**src/rtl/stum_pkg.sv**
```systemverilog
// Package for the stage time utilization monitor.
// Holds the event codes, register indexes, queue sizing and shared types.
// No dependencies.
package stum_pkg;

   localparam int NUM_SLOTS_DEFAULT = 4;
   localparam int QUEUE_DEPTH = 2;
   localparam int CSR_INDEX_W = 2;

   localparam logic [1:0] REQ_START = 2'd0;
   localparam logic [1:0] REQ_END = 2'd1;
   localparam logic [1:0] REQ_CLEAR = 2'd2;

   localparam logic [CSR_INDEX_W-1:0] CSR_REPORT_COUNT = CSR_INDEX_W'(0);
   localparam logic [CSR_INDEX_W-1:0] CSR_REPORT_TIME = CSR_INDEX_W'(1);

   typedef enum logic [1:0] {
      EV_START = 2'd0,
      EV_END = 2'd1,
      EV_CLEAR = 2'd2
   } stum_op_type;

   typedef struct packed {
      stum_op_type op;
      logic [1:0] slot;
      logic [31:0] time_us;
      logic [31:0] value;
   } stum_event_type;

   typedef enum logic {
      BK_RUN = 1'b0,
      BK_REPORT = 1'b1
   } stum_back_state_type;

endpackage

```
**src/rtl/stum_front.sv**
```systemverilog
// Front end of the monitor: accepts request items, drops those that do nothing
// and classifies the rest into queue events.
// Depends on stum_pkg.
module stum_front import stum_pkg::*; #(
   parameter int NUM_SLOTS = NUM_SLOTS_DEFAULT
) (
   input logic req_valid,
   output logic req_stall,
   input logic [1:0] req_type,
   input logic [1:0] req_slot_index,
   input logic [31:0] req_time_us,
   input logic [31:0] req_value,
   input logic q_full,
   output logic q_push,
   output stum_event_type q_push_event
);

   logic slot_ok;
   logic keep;
   stum_op_type op;

   assign slot_ok = 32'(req_slot_index) < 32'(NUM_SLOTS);

   always_comb begin
      keep = 1'b0;
      op = EV_START;
      case (req_type)
         REQ_CLEAR: begin
            keep = 1'b1;
            op = EV_CLEAR;
         end
         REQ_START: begin
            keep = slot_ok;
            op = EV_START;
         end
         REQ_END: begin
            keep = slot_ok;
            op = EV_END;
         end
         default: begin
            keep = 1'b0;
         end
      endcase
   end

   assign req_stall = q_full;
   assign q_push = req_valid && !q_full && keep;
   assign q_push_event = '{op: op, slot: req_slot_index, time_us: req_time_us,
                           value: req_value};

endmodule

```
**src/rtl/stum_queue.sv**
```systemverilog
// Short event queue between the front end and the back end.
// Register based, so each side can stall on its own.
// Depends on stum_pkg.
module stum_queue import stum_pkg::*; (
   input logic clock,
   input logic reset,
   input logic q_push,
   input stum_event_type q_push_event,
   output logic q_full,
   output logic q_valid,
   output stum_event_type q_event,
   input logic q_pop
);

   localparam int PTR_W = (QUEUE_DEPTH > 1) ? $clog2(QUEUE_DEPTH) : 1;
   localparam int CNT_W = $clog2(QUEUE_DEPTH + 1);
   localparam logic [PTR_W-1:0] PTR_LAST = PTR_W'(QUEUE_DEPTH - 1);

   stum_event_type entries_ff [QUEUE_DEPTH];
   logic [PTR_W-1:0] wr_ptr_ff, wr_ptr_in;
   logic [PTR_W-1:0] rd_ptr_ff, rd_ptr_in;
   logic [CNT_W-1:0] count_ff, count_in;

   assign q_full = count_ff == CNT_W'(QUEUE_DEPTH);
   assign q_valid = count_ff != '0;
   assign q_event = entries_ff[rd_ptr_ff];

   always_comb begin
      wr_ptr_in = wr_ptr_ff;
      rd_ptr_in = rd_ptr_ff;
      count_in = count_ff;
      if (q_push) begin
         wr_ptr_in = (wr_ptr_ff == PTR_LAST) ? '0 : wr_ptr_ff + PTR_W'(1);
      end
      if (q_pop) begin
         rd_ptr_in = (rd_ptr_ff == PTR_LAST) ? '0 : rd_ptr_ff + PTR_W'(1);
      end
      if (q_push && !q_pop) begin
         count_in = count_ff + CNT_W'(1);
      end else if (q_pop && !q_push) begin
         count_in = count_ff - CNT_W'(1);
      end
   end

   always_ff @(posedge clock) begin
      if (reset) begin
         wr_ptr_ff <= '0;
         rd_ptr_ff <= '0;
         count_ff <= '0;
      end else begin
         wr_ptr_ff <= wr_ptr_in;
         rd_ptr_ff <= rd_ptr_in;
         count_ff <= count_in;
      end
   end

   always_ff @(posedge clock) begin
      if (q_push) begin
         entries_ff[wr_ptr_ff] <= q_push_event;
      end
   end

`ifndef SYNTH
   a_no_push_when_full: assert property (@(posedge clock) disable iff (reset)
      q_push |-> !q_full) else $error("queue written while full");
   a_no_pop_when_empty: assert property (@(posedge clock) disable iff (reset)
      q_pop |-> q_valid) else $error("queue read while empty");
   a_count_bounded: assert property (@(posedge clock) disable iff (reset)
      count_ff <= CNT_W'(QUEUE_DEPTH)) else $error("queue count overflow");
`endif

endmodule

```
**src/rtl/stum_back.sv**
```systemverilog
// Back end of the monitor: holds the slot timing state and the report
// thresholds, executes queued events and sends report records out.
// Depends on stum_pkg.
module stum_back import stum_pkg::*; #(
   parameter int NUM_SLOTS = NUM_SLOTS_DEFAULT
) (
   input logic clock,
   input logic reset,
   input logic q_valid,
   input stum_event_type q_event,
   output logic q_pop,
   input logic csr_valid,
   output logic csr_ready,
   input logic [CSR_INDEX_W-1:0] csr_index,
   input logic [31:0] csr_data,
   output logic rsp_valid,
   input logic rsp_stall,
   output logic [1:0] rsp_report_slot,
   output logic [63:0] rsp_slot_busy_us,
   output logic [31:0] rsp_window_us,
   output logic [31:0] rsp_pass_count,
   output logic [31:0] rsp_total_value,
   output logic rsp_last
);

   localparam int SLOT_W = $clog2(NUM_SLOTS);
   localparam logic [SLOT_W-1:0] LAST_SLOT = SLOT_W'(NUM_SLOTS - 1);

   stum_back_state_type state_ff, state_in;
   logic [SLOT_W-1:0] rpt_k_ff, rpt_k_in;

   logic [31:0] report_count_ff, report_count_in;
   logic [31:0] report_time_ff, report_time_in;

   logic restart_pending_ff, restart_pending_in;
   logic [31:0] window_start_ff, window_start_in;
   logic [31:0] slot_start_ff [NUM_SLOTS];
   logic [31:0] slot_start_in [NUM_SLOTS];
   logic [63:0] busy_ff [NUM_SLOTS];
   logic [63:0] busy_in [NUM_SLOTS];
   logic [31:0] end_count_ff, end_count_in;
   logic [31:0] value_total_ff, value_total_in;
   logic [31:0] elapsed_ff, elapsed_in;

   logic rsp_valid_ff, rsp_valid_in;
   logic [1:0] rsp_slot_ff, rsp_slot_in;
   logic [63:0] rsp_busy_ff, rsp_busy_in;
   logic [31:0] rsp_window_ff, rsp_window_in;
   logic [31:0] rsp_pass_ff, rsp_pass_in;
   logic [31:0] rsp_total_ff, rsp_total_in;
   logic rsp_last_ff, rsp_last_in;

   logic out_load;
   logic [SLOT_W-1:0] ev_slot;
   logic [SLOT_W-1:0] nxt_slot;
   logic [31:0] slot_diff;
   logic [31:0] elapsed_new;
   logic [63:0] busy_new;
   logic [31:0] end_count_new;
   logic is_last;
   logic fire;
   logic end_fire;

   assign csr_ready = 1'b1;

   // Event arithmetic.
   always_comb begin
      ev_slot = SLOT_W'(q_event.slot);
      nxt_slot = (ev_slot == LAST_SLOT) ? ev_slot : ev_slot + SLOT_W'(1);
      slot_diff = q_event.time_us - slot_start_ff[ev_slot];
      elapsed_new = q_event.time_us - window_start_ff;
      busy_new = busy_ff[ev_slot] + {32'd0, slot_diff};
      end_count_new = end_count_ff + 32'(ev_slot == '0);
      is_last = (ev_slot == LAST_SLOT) || (busy_ff[nxt_slot] == 64'd0);
      fire = is_last &&
             ((report_time_ff != 32'd0 && elapsed_new >= report_time_ff) ||
              (report_count_ff != 32'd0 && end_count_new >= report_count_ff));
      end_fire = q_pop && (q_event.op == EV_END) && fire;
   end

   // Next state.
   always_comb begin
      state_in = state_ff;
      case (state_ff)
         BK_RUN: begin
            if (end_fire) begin
               state_in = BK_REPORT;
            end
         end
         BK_REPORT: begin
            if (out_load && rpt_k_ff == LAST_SLOT) begin
               state_in = BK_RUN;
            end
         end
         default: begin
            state_in = BK_RUN;
         end
      endcase
   end

   // State outputs.
   always_comb begin
      q_pop = 1'b0;
      out_load = 1'b0;
      case (state_ff)
         BK_RUN: begin
            q_pop = q_valid;
         end
         BK_REPORT: begin
            out_load = !rsp_valid_ff || !rsp_stall;
         end
         default: begin
            q_pop = 1'b0;
         end
      endcase
   end

   // Slot state update.
   always_comb begin
      restart_pending_in = restart_pending_ff;
      window_start_in = window_start_ff;
      slot_start_in = slot_start_ff;
      busy_in = busy_ff;
      end_count_in = end_count_ff;
      value_total_in = value_total_ff;
      elapsed_in = elapsed_ff;
      if (q_pop) begin
         case (q_event.op)
            EV_CLEAR: begin
               restart_pending_in = 1'b1;
               window_start_in = '0;
               for (int i = 0; i < NUM_SLOTS; i++) begin
                  slot_start_in[i] = '0;
                  busy_in[i] = '0;
               end
               end_count_in = '0;
               value_total_in = '0;
               elapsed_in = '0;
            end
            EV_START: begin
               if (restart_pending_ff) begin
                  restart_pending_in = 1'b0;
                  window_start_in = q_event.time_us;
                  for (int i = 0; i < NUM_SLOTS; i++) begin
                     slot_start_in[i] = '0;
                     busy_in[i] = '0;
                  end
                  end_count_in = '0;
                  value_total_in = '0;
                  elapsed_in = '0;
               end
               slot_start_in[ev_slot] = q_event.time_us;
            end
            EV_END: begin
               elapsed_in = elapsed_new;
               value_total_in = value_total_ff + q_event.value;
               end_count_in = end_count_new;
               busy_in[ev_slot] = busy_new;
               if (fire) begin
                  restart_pending_in = 1'b1;
               end
            end
            default: begin
               elapsed_in = elapsed_ff;
            end
         endcase
      end
   end

   // Report sequencing and output register.
   always_comb begin
      rpt_k_in = rpt_k_ff;
      if (end_fire) begin
         rpt_k_in = '0;
      end else if (out_load && rpt_k_ff != LAST_SLOT) begin
         rpt_k_in = rpt_k_ff + SLOT_W'(1);
      end
      rsp_valid_in = out_load || (rsp_valid_ff && rsp_stall);
      rsp_slot_in = rsp_slot_ff;
      rsp_busy_in = rsp_busy_ff;
      rsp_window_in = rsp_window_ff;
      rsp_pass_in = rsp_pass_ff;
      rsp_total_in = rsp_total_ff;
      rsp_last_in = rsp_last_ff;
      if (out_load) begin
         rsp_slot_in = 2'(rpt_k_ff);
         rsp_busy_in = busy_ff[rpt_k_ff];
         rsp_window_in = elapsed_ff;
         rsp_pass_in = end_count_ff;
         rsp_total_in = value_total_ff;
         rsp_last_in = rpt_k_ff == LAST_SLOT;
      end
   end

   always_comb begin
      report_count_in = report_count_ff;
      report_time_in = report_time_ff;
      if (csr_valid && csr_ready) begin
         case (csr_index)
            CSR_REPORT_COUNT: begin
               report_count_in = csr_data;
            end
            CSR_REPORT_TIME: begin
               report_time_in = csr_data;
            end
            default: begin
               report_count_in = report_count_ff;
            end
         endcase
      end
   end

   always_ff @(posedge clock) begin
      if (reset) begin
         state_ff <= BK_RUN;
         rpt_k_ff <= '0;
         report_count_ff <= '0;
         report_time_ff <= '0;
         restart_pending_ff <= 1'b1;
         window_start_ff <= '0;
         for (int i = 0; i < NUM_SLOTS; i++) begin
            slot_start_ff[i] <= '0;
            busy_ff[i] <= '0;
         end
         end_count_ff <= '0;
         value_total_ff <= '0;
         elapsed_ff <= '0;
         rsp_valid_ff <= 1'b0;
      end else begin
         state_ff <= state_in;
         rpt_k_ff <= rpt_k_in;
         report_count_ff <= report_count_in;
         report_time_ff <= report_time_in;
         restart_pending_ff <= restart_pending_in;
         window_start_ff <= window_start_in;
         slot_start_ff <= slot_start_in;
         busy_ff <= busy_in;
         end_count_ff <= end_count_in;
         value_total_ff <= value_total_in;
         elapsed_ff <= elapsed_in;
         rsp_valid_ff <= rsp_valid_in;
      end
   end

   always_ff @(posedge clock) begin
      rsp_slot_ff <= rsp_slot_in;
      rsp_busy_ff <= rsp_busy_in;
      rsp_window_ff <= rsp_window_in;
      rsp_pass_ff <= rsp_pass_in;
      rsp_total_ff <= rsp_total_in;
      rsp_last_ff <= rsp_last_in;
   end

   assign rsp_valid = rsp_valid_ff;
   assign rsp_report_slot = rsp_slot_ff;
   assign rsp_slot_busy_us = rsp_busy_ff;
   assign rsp_window_us = rsp_window_ff;
   assign rsp_pass_count = rsp_pass_ff;
   assign rsp_total_value = rsp_total_ff;
   assign rsp_last = rsp_last_ff;

`ifndef SYNTH
   a_fire_starts_report: assert property (@(posedge clock) disable iff (reset)
      end_fire |=> state_ff == BK_REPORT && restart_pending_ff && rpt_k_ff == '0)
      else $error("report run did not start after a trigger");
   a_last_record_ends_run: assert property (@(posedge clock) disable iff (reset)
      (out_load && rpt_k_ff == LAST_SLOT) |=> state_ff == BK_RUN && rsp_last_ff)
      else $error("report run did not end on its final record");
   a_state_frozen_in_report: assert property (@(posedge clock) disable iff (reset)
      state_ff == BK_REPORT |=> $stable(end_count_ff) && $stable(value_total_ff))
      else $error("slot state changed during a report run");
`endif

endmodule

```
**src/rtl/stage_time_utilization_monitor_unit.sv**
```systemverilog
// Top level of the stage time utilization monitor.
// Instantiates stum_front, stum_queue and stum_back; depends on stum_pkg.
// The unit takes one start, end or clear event per cycle into a two-entry
// queue while the queue is not full, and executes one queued event per
// cycle outside report runs; an event leaves no result except an end that
// triggers a report. A report run emits NUM_SLOTS records, one per cycle
// from the output register while rsp_stall is low, the first one loaded
// once the back end has entered its report state after the triggering end
// is executed, and the back end executes no further events until the last
// record is loaded. csr_ready is always high; thresholds must be written
// only while the unit is idle, which the unit does not enforce itself.
module stage_time_utilization_monitor_unit import stum_pkg::*; #(
   parameter int NUM_SLOTS = NUM_SLOTS_DEFAULT
) (
   input logic clock,
   input logic reset,
   input logic req_valid,
   output logic req_stall,
   input logic [1:0] req_type,
   input logic [1:0] req_slot_index,
   input logic [31:0] req_time_us,
   input logic [31:0] req_value,
   input logic csr_valid,
   output logic csr_ready,
   input logic [CSR_INDEX_W-1:0] csr_index,
   input logic [31:0] csr_data,
   output logic rsp_valid,
   input logic rsp_stall,
   output logic [1:0] rsp_report_slot,
   output logic [63:0] rsp_slot_busy_us,
   output logic [31:0] rsp_window_us,
   output logic [31:0] rsp_pass_count,
   output logic [31:0] rsp_total_value,
   output logic rsp_last
);

   logic q_full;
   logic q_push;
   stum_event_type q_push_event;
   logic q_valid;
   stum_event_type q_event;
   logic q_pop;

   stum_front #(
      .NUM_SLOTS(NUM_SLOTS)
   ) u_front (
      .req_valid(req_valid),
      .req_stall(req_stall),
      .req_type(req_type),
      .req_slot_index(req_slot_index),
      .req_time_us(req_time_us),
      .req_value(req_value),
      .q_full(q_full),
      .q_push(q_push),
      .q_push_event(q_push_event)
   );

   stum_queue u_queue (
      .clock(clock),
      .reset(reset),
      .q_push(q_push),
      .q_push_event(q_push_event),
      .q_full(q_full),
      .q_valid(q_valid),
      .q_event(q_event),
      .q_pop(q_pop)
   );

   stum_back #(
      .NUM_SLOTS(NUM_SLOTS)
   ) u_back (
      .clock(clock),
      .reset(reset),
      .q_valid(q_valid),
      .q_event(q_event),
      .q_pop(q_pop),
      .csr_valid(csr_valid),
      .csr_ready(csr_ready),
      .csr_index(csr_index),
      .csr_data(csr_data),
      .rsp_valid(rsp_valid),
      .rsp_stall(rsp_stall),
      .rsp_report_slot(rsp_report_slot),
      .rsp_slot_busy_us(rsp_slot_busy_us),
      .rsp_window_us(rsp_window_us),
      .rsp_pass_count(rsp_pass_count),
      .rsp_total_value(rsp_total_value),
      .rsp_last(rsp_last)
   );

endmodule

```
**config.mk**
```make
export PLATFORM = sky130hd
export DESIGN_NAME = stage_time_utilization_monitor_unit
export DESIGN_NICKNAME = d
export VERILOG_FILES = /design/src/rtl/stum_pkg.sv /design/src/rtl/stum_front.sv /design/src/rtl/stum_queue.sv /design/src/rtl/stum_back.sv /design/src/rtl/stage_time_utilization_monitor_unit.sv
export SDC_FILE = /design/constraint.sdc
export NUM_CORES = 2
export LEC_CHECK = 0
export ABC_AREA = 1
export BUFFER_PORTS_ARGS = -buffer_cell sky130_fd_sc_hd__buf_2
export CAP_MARGIN = 20
export CORE_MARGIN = 2
export CORE_UTILIZATION = 62
export DETAILED_ROUTE_END_ITERATION = 16
export GPL_TIMING_DRIVEN = 0
export PLACE_DENSITY = 0.92
export SLEW_MARGIN = 20
export SYNTH_ARGS = -nofsm -noshare
export SYNTH_HDL_FRONTEND = slang
export SYNTH_SLANG_ARGS = --single-unit
```
**constraint.sdc**
```tcl
create_clock -name clock -period 15.4 [get_ports clock]
set_input_delay 4.62 -clock clock [delete_from_list [all_inputs] [get_ports clock]]
set_output_delay 4.62 -clock clock [all_outputs]
set_load 0.02 [all_outputs]
```
==> out/metrics.cfg <==
[timing]
finalHoldViolCount = 0
skew_ns = 0.0354
fin_ws_ns = 6.97
grt_setup_unrepaired = false
fin_crit_ns = 8.43
setup_viol_count_final = 0
max_freq_ghz = 0.119
drv_slew = 0
max_slew.worst_pin.slew_ns = 1.29
slew_headroom_pct = 13.7
finalCritPeriodShare_pct = 54.7

[floorplanning]
design.core.area_sq_mm = 0.0731
chipHeight_microns = 276
dieArea_sq_mm = 0.0762
core.rowCount = 99
start_util_pct = 62.8
die_x_microns = 276
pin_count = 273

[final_layout]
nNetsFinal = 6719
area_growth_pct = 13.2
stdcell_count = 7460
layout-drive-gt1-share_pct = 9.18
fin_util_pct = 71.1

[logic_synthesis]
syn_avg_cell_area_sq_um = 7.60
syn_area_sq_mm = 0.0459
async_reset_ff_share_pct = 0
seq_area_frac_synth_pct = 45.1
synth_edf_count = 299
syn_nets = 6344
ys_warn_count = 0
ys_ff_latch = 885
synth_flop_cell = dfxtp_1
synth_cells = 6040
synth_cell_types = 58

[grt]
grt_pass1_wl_microns = 251000
antenna_found_initial = 9
first_global_vias = 42756
grt_max_degree = 32
grt_usage_pct = 42.4
overflow = 0

[clocking]
cts.sinks = 885
cts_buffer_depth = 3
clock-root-buffer = clkbuf_16
cts_resized = 0
insertion_delay_ns = 0.69
h-tree-depth = 3
clk_pin_slew_worst_paths_ns = 0.06
ctsHoldBuffers = 0
cts_buffers = 91
postCtsSetupRepairBufs = 0
cts_tree = done

[worst_setup_path]
crit_slowest_cell = clkbuf_1
cp_data_arrival_time_ns = 9.01
crit_type = reg -> reg
crit_required_ns = 15.99
max_stage_delay_ns = 0.73
r2r_cells = 32
rrSetupSlack_ns = 6.97
endpoint = u_back.busy_ff[230]
crit_path_start_kind = flop
r2r-end = u_back.busy_ff[230]
crit_top_cell = nand2_1
critPathMaxFanout = 10
end_kind = flop

[power]
p_seq_share_pct = 21.1
p_comb_share_pct = 61.8
power.density_mw_per_mm2 = 265
switching_share_pct = 53.3
internal_power_uw = 6430
power_frac_clock_pct = 17.0
leakage_uw = 0.0205
ir_drop_mv = 0.210
switchingPower_uw = 7350

[route]
via_per_inst = 6.28
dr.first_iter.drc_count = 7837
wl_met1_microns = 66400
dr.max_layer_used = met5
wire_per_inst_microns = 22.6
wl_microns = 168000
met2_length_microns = 70700
wl_met3_microns = 21800
drt_first_pass_iters = 13
final_antenna_net_count = 0
vias = 46871
route.detailed.drc = 0

[worst_hold_path]
hold_path_class = reg -> reg

[place]
hpwl_microns = 125000
io_buffers = 270
dp_cells = 7281
pre_cts_ws_ns = 7.63
routabilityCongestion = 1.06

[run]
drv_cap = 0

[outcome]
status = finished clean

[area by class of cell]
cell class	instances	area, sq um
inverter	422	1580
multi-input combinational	4451	22400
fill	5884	21100
clock buffer	124	2590
clock inverter	48	598
timing repair buffer	282	1610
buffer	282	1220
sequential	885	20700
tap	959	1200
antenna	7	17.5
[cell families (layout without fill, tap and decap cells)]
group	count (synthesis)	after routing	synth area share (%)
AND/OR/NAND/NOR	2697	2697	24.0
AO/OA/AOI/OAI	1433	1433	17.0
flip-flops	885	885	45.1
buffers and inverters	704	1158	6.11
adder cells (fa/ha/maj)	197	197	5.43
XOR/XNOR	121	121	2.31
multiplexers	2	2	0.0436
other	1	8	0.00817
[per-layer routing]
layer | global-route usage, % | up-vias
met4 | 21.1 | 4
met5 | 0 | -
met1 | 58.7 | 21735
met3 | 10.0 | 602
met2 | 62.3 | 3417
li1 | - | 21113
[metrics by stage]
stage / TNS (ns) / area, sq um / power (uW) / hold slack, ns
5_1_grt: 0 / 51900 / 14400 / 0.435
2_1_floorplan: 0 / 45900 / 8280 / 0.409
3_5_place_dp: 0 / 48700 / 11000 / 0.413
6_report: 0 / 52000 / 13800 / 0.428
3_3_place_gp: -84.61 / 48500 / 10900 / 0.413
4_1_cts: 0 / 51900 / 13400 / 0.427
[worst min-delay path by stage]
stage,from,end,cells after the start
floorplan,u_back.elapsed_ff[10],u_back.rsp_window_us[10],0
CTS,u_back.elapsed_ff[25],u_back.rsp_window_us[25],0
global route,u_back.elapsed_ff[30],u_back.rsp_window_us[30],0
global placement,u_back.elapsed_ff[18],u_back.rsp_window_us[18],0
finish,u_back.elapsed_ff[1],u_back.rsp_window_us[1],0
detailed placement,u_back.elapsed_ff[25],u_back.rsp_window_us[25],0
[layout by cell type (no fill, tap or decap), types with 7 or more instances in the layout]
| cell type | count |
|---|---|
| bufinv_16 | 9 |
| nor4_1 | 43 |
| o21bai_1 | 15 |
| nand3_1 | 229 |
| clkbuf_16 | 96 |
| ha_1 | 193 |
| o21a_1 | 8 |
| inv_2 | 11 |
| clkinv_2 | 19 |
| a21o_1 | 18 |
| nor3_1 | 41 |
| clkbuf_8 | 8 |
| o221ai_1 | 23 |
| nand2_2 | 9 |
| inv_1 | 409 |
| xor2_1 | 84 |
| clkinv_1 | 9 |
| a31oi_1 | 16 |
| o22ai_1 | 108 |
| edfxtp_1 | 299 |
| diode_2 | 7 |
| o22a_1 | 22 |
| a21oi_1 | 805 |
| buf_2 | 328 |
| o21ai_0 | 362 |
| nand2_1 | 1774 |
| nand3b_1 | 7 |
| xnor2_1 | 37 |
| buf_4 | 12 |
| a21boi_0 | 8 |
| clkbuf_1 | 207 |
| dfxtp_1 | 586 |
| buf_12 | 9 |
| buf_1 | 16 |
| a221oi_1 | 21 |
| nor2_1 | 462 |
| nand4_1 | 60 |
| or2_2 | 44 |
[registers in the layout, summed over array words and instances (netlist names), 2 cells and up, named ones only]
name / count
u_back.report_time_ff: 32
u_back.rsp_total_value: 32
u_back.slot_start_ff: 128
u_back.rsp_report_slot: 2
u_queue.entries_ff: 136
u_back.rsp_window_us: 32
u_back.busy_ff: 256
u_back.rsp_slot_busy_us: 64
u_back.value_total_ff: 32
u_back.end_count_ff: 32
u_back.rpt_k_ff: 2
u_back.report_count_ff: 32
u_back.elapsed_ff: 32
u_back.window_start_ff: 32
u_queue.count_ff: 2
u_back.rsp_pass_count: 32
[power by group through the flow]
stage / Combinational, uW / Sequential [uW] / Clock, uW
after floorplan: 5240 / 3040 / 0
after global placement: 7920 / 2990 / 0
after detailed placement: 8050 / 2950 / 0
after CTS: 8120 / 2900 / 2340
after global routing: 9050 / 2930 / 2430
final: 8520 / 2910 / 2350
[cells in the mapped netlist (21+ instances only)]
master	n	area share [%]
nor3_1	41	0.45
o22ai_1	108	1.5
xor2_1	84	1.6
ha_1	193	5.3
o21ai_0	362	3.9
a221oi_1	21	0.40
dfxtp_1	586	26
nor2_1	465	3.8
o221ai_1	23	0.44
nand4_1	60	0.82
o22a_1	22	0.42
or2_2	44	0.60
a21oi_1	805	8.8
buf_2	58	0.63
edfxtp_1	299	20
nor4_1	43	0.59
inv_1	409	3.3
clkbuf_1	190	1.6
xnor2_1	37	0.71
nand3_1	229	2.5
nand2_1	1774	15
[critical path: cells and delay by family, from the launching register on]
family          cells  cell delay, ns
compound gates      4            0.82
flops               1            0.30
buf+inv             6            2.24
xor+xnor            1            0.36
fa+ha+maj           2            0.87
simple gates       19            3.70
Power figures use the tool's default switching activity.
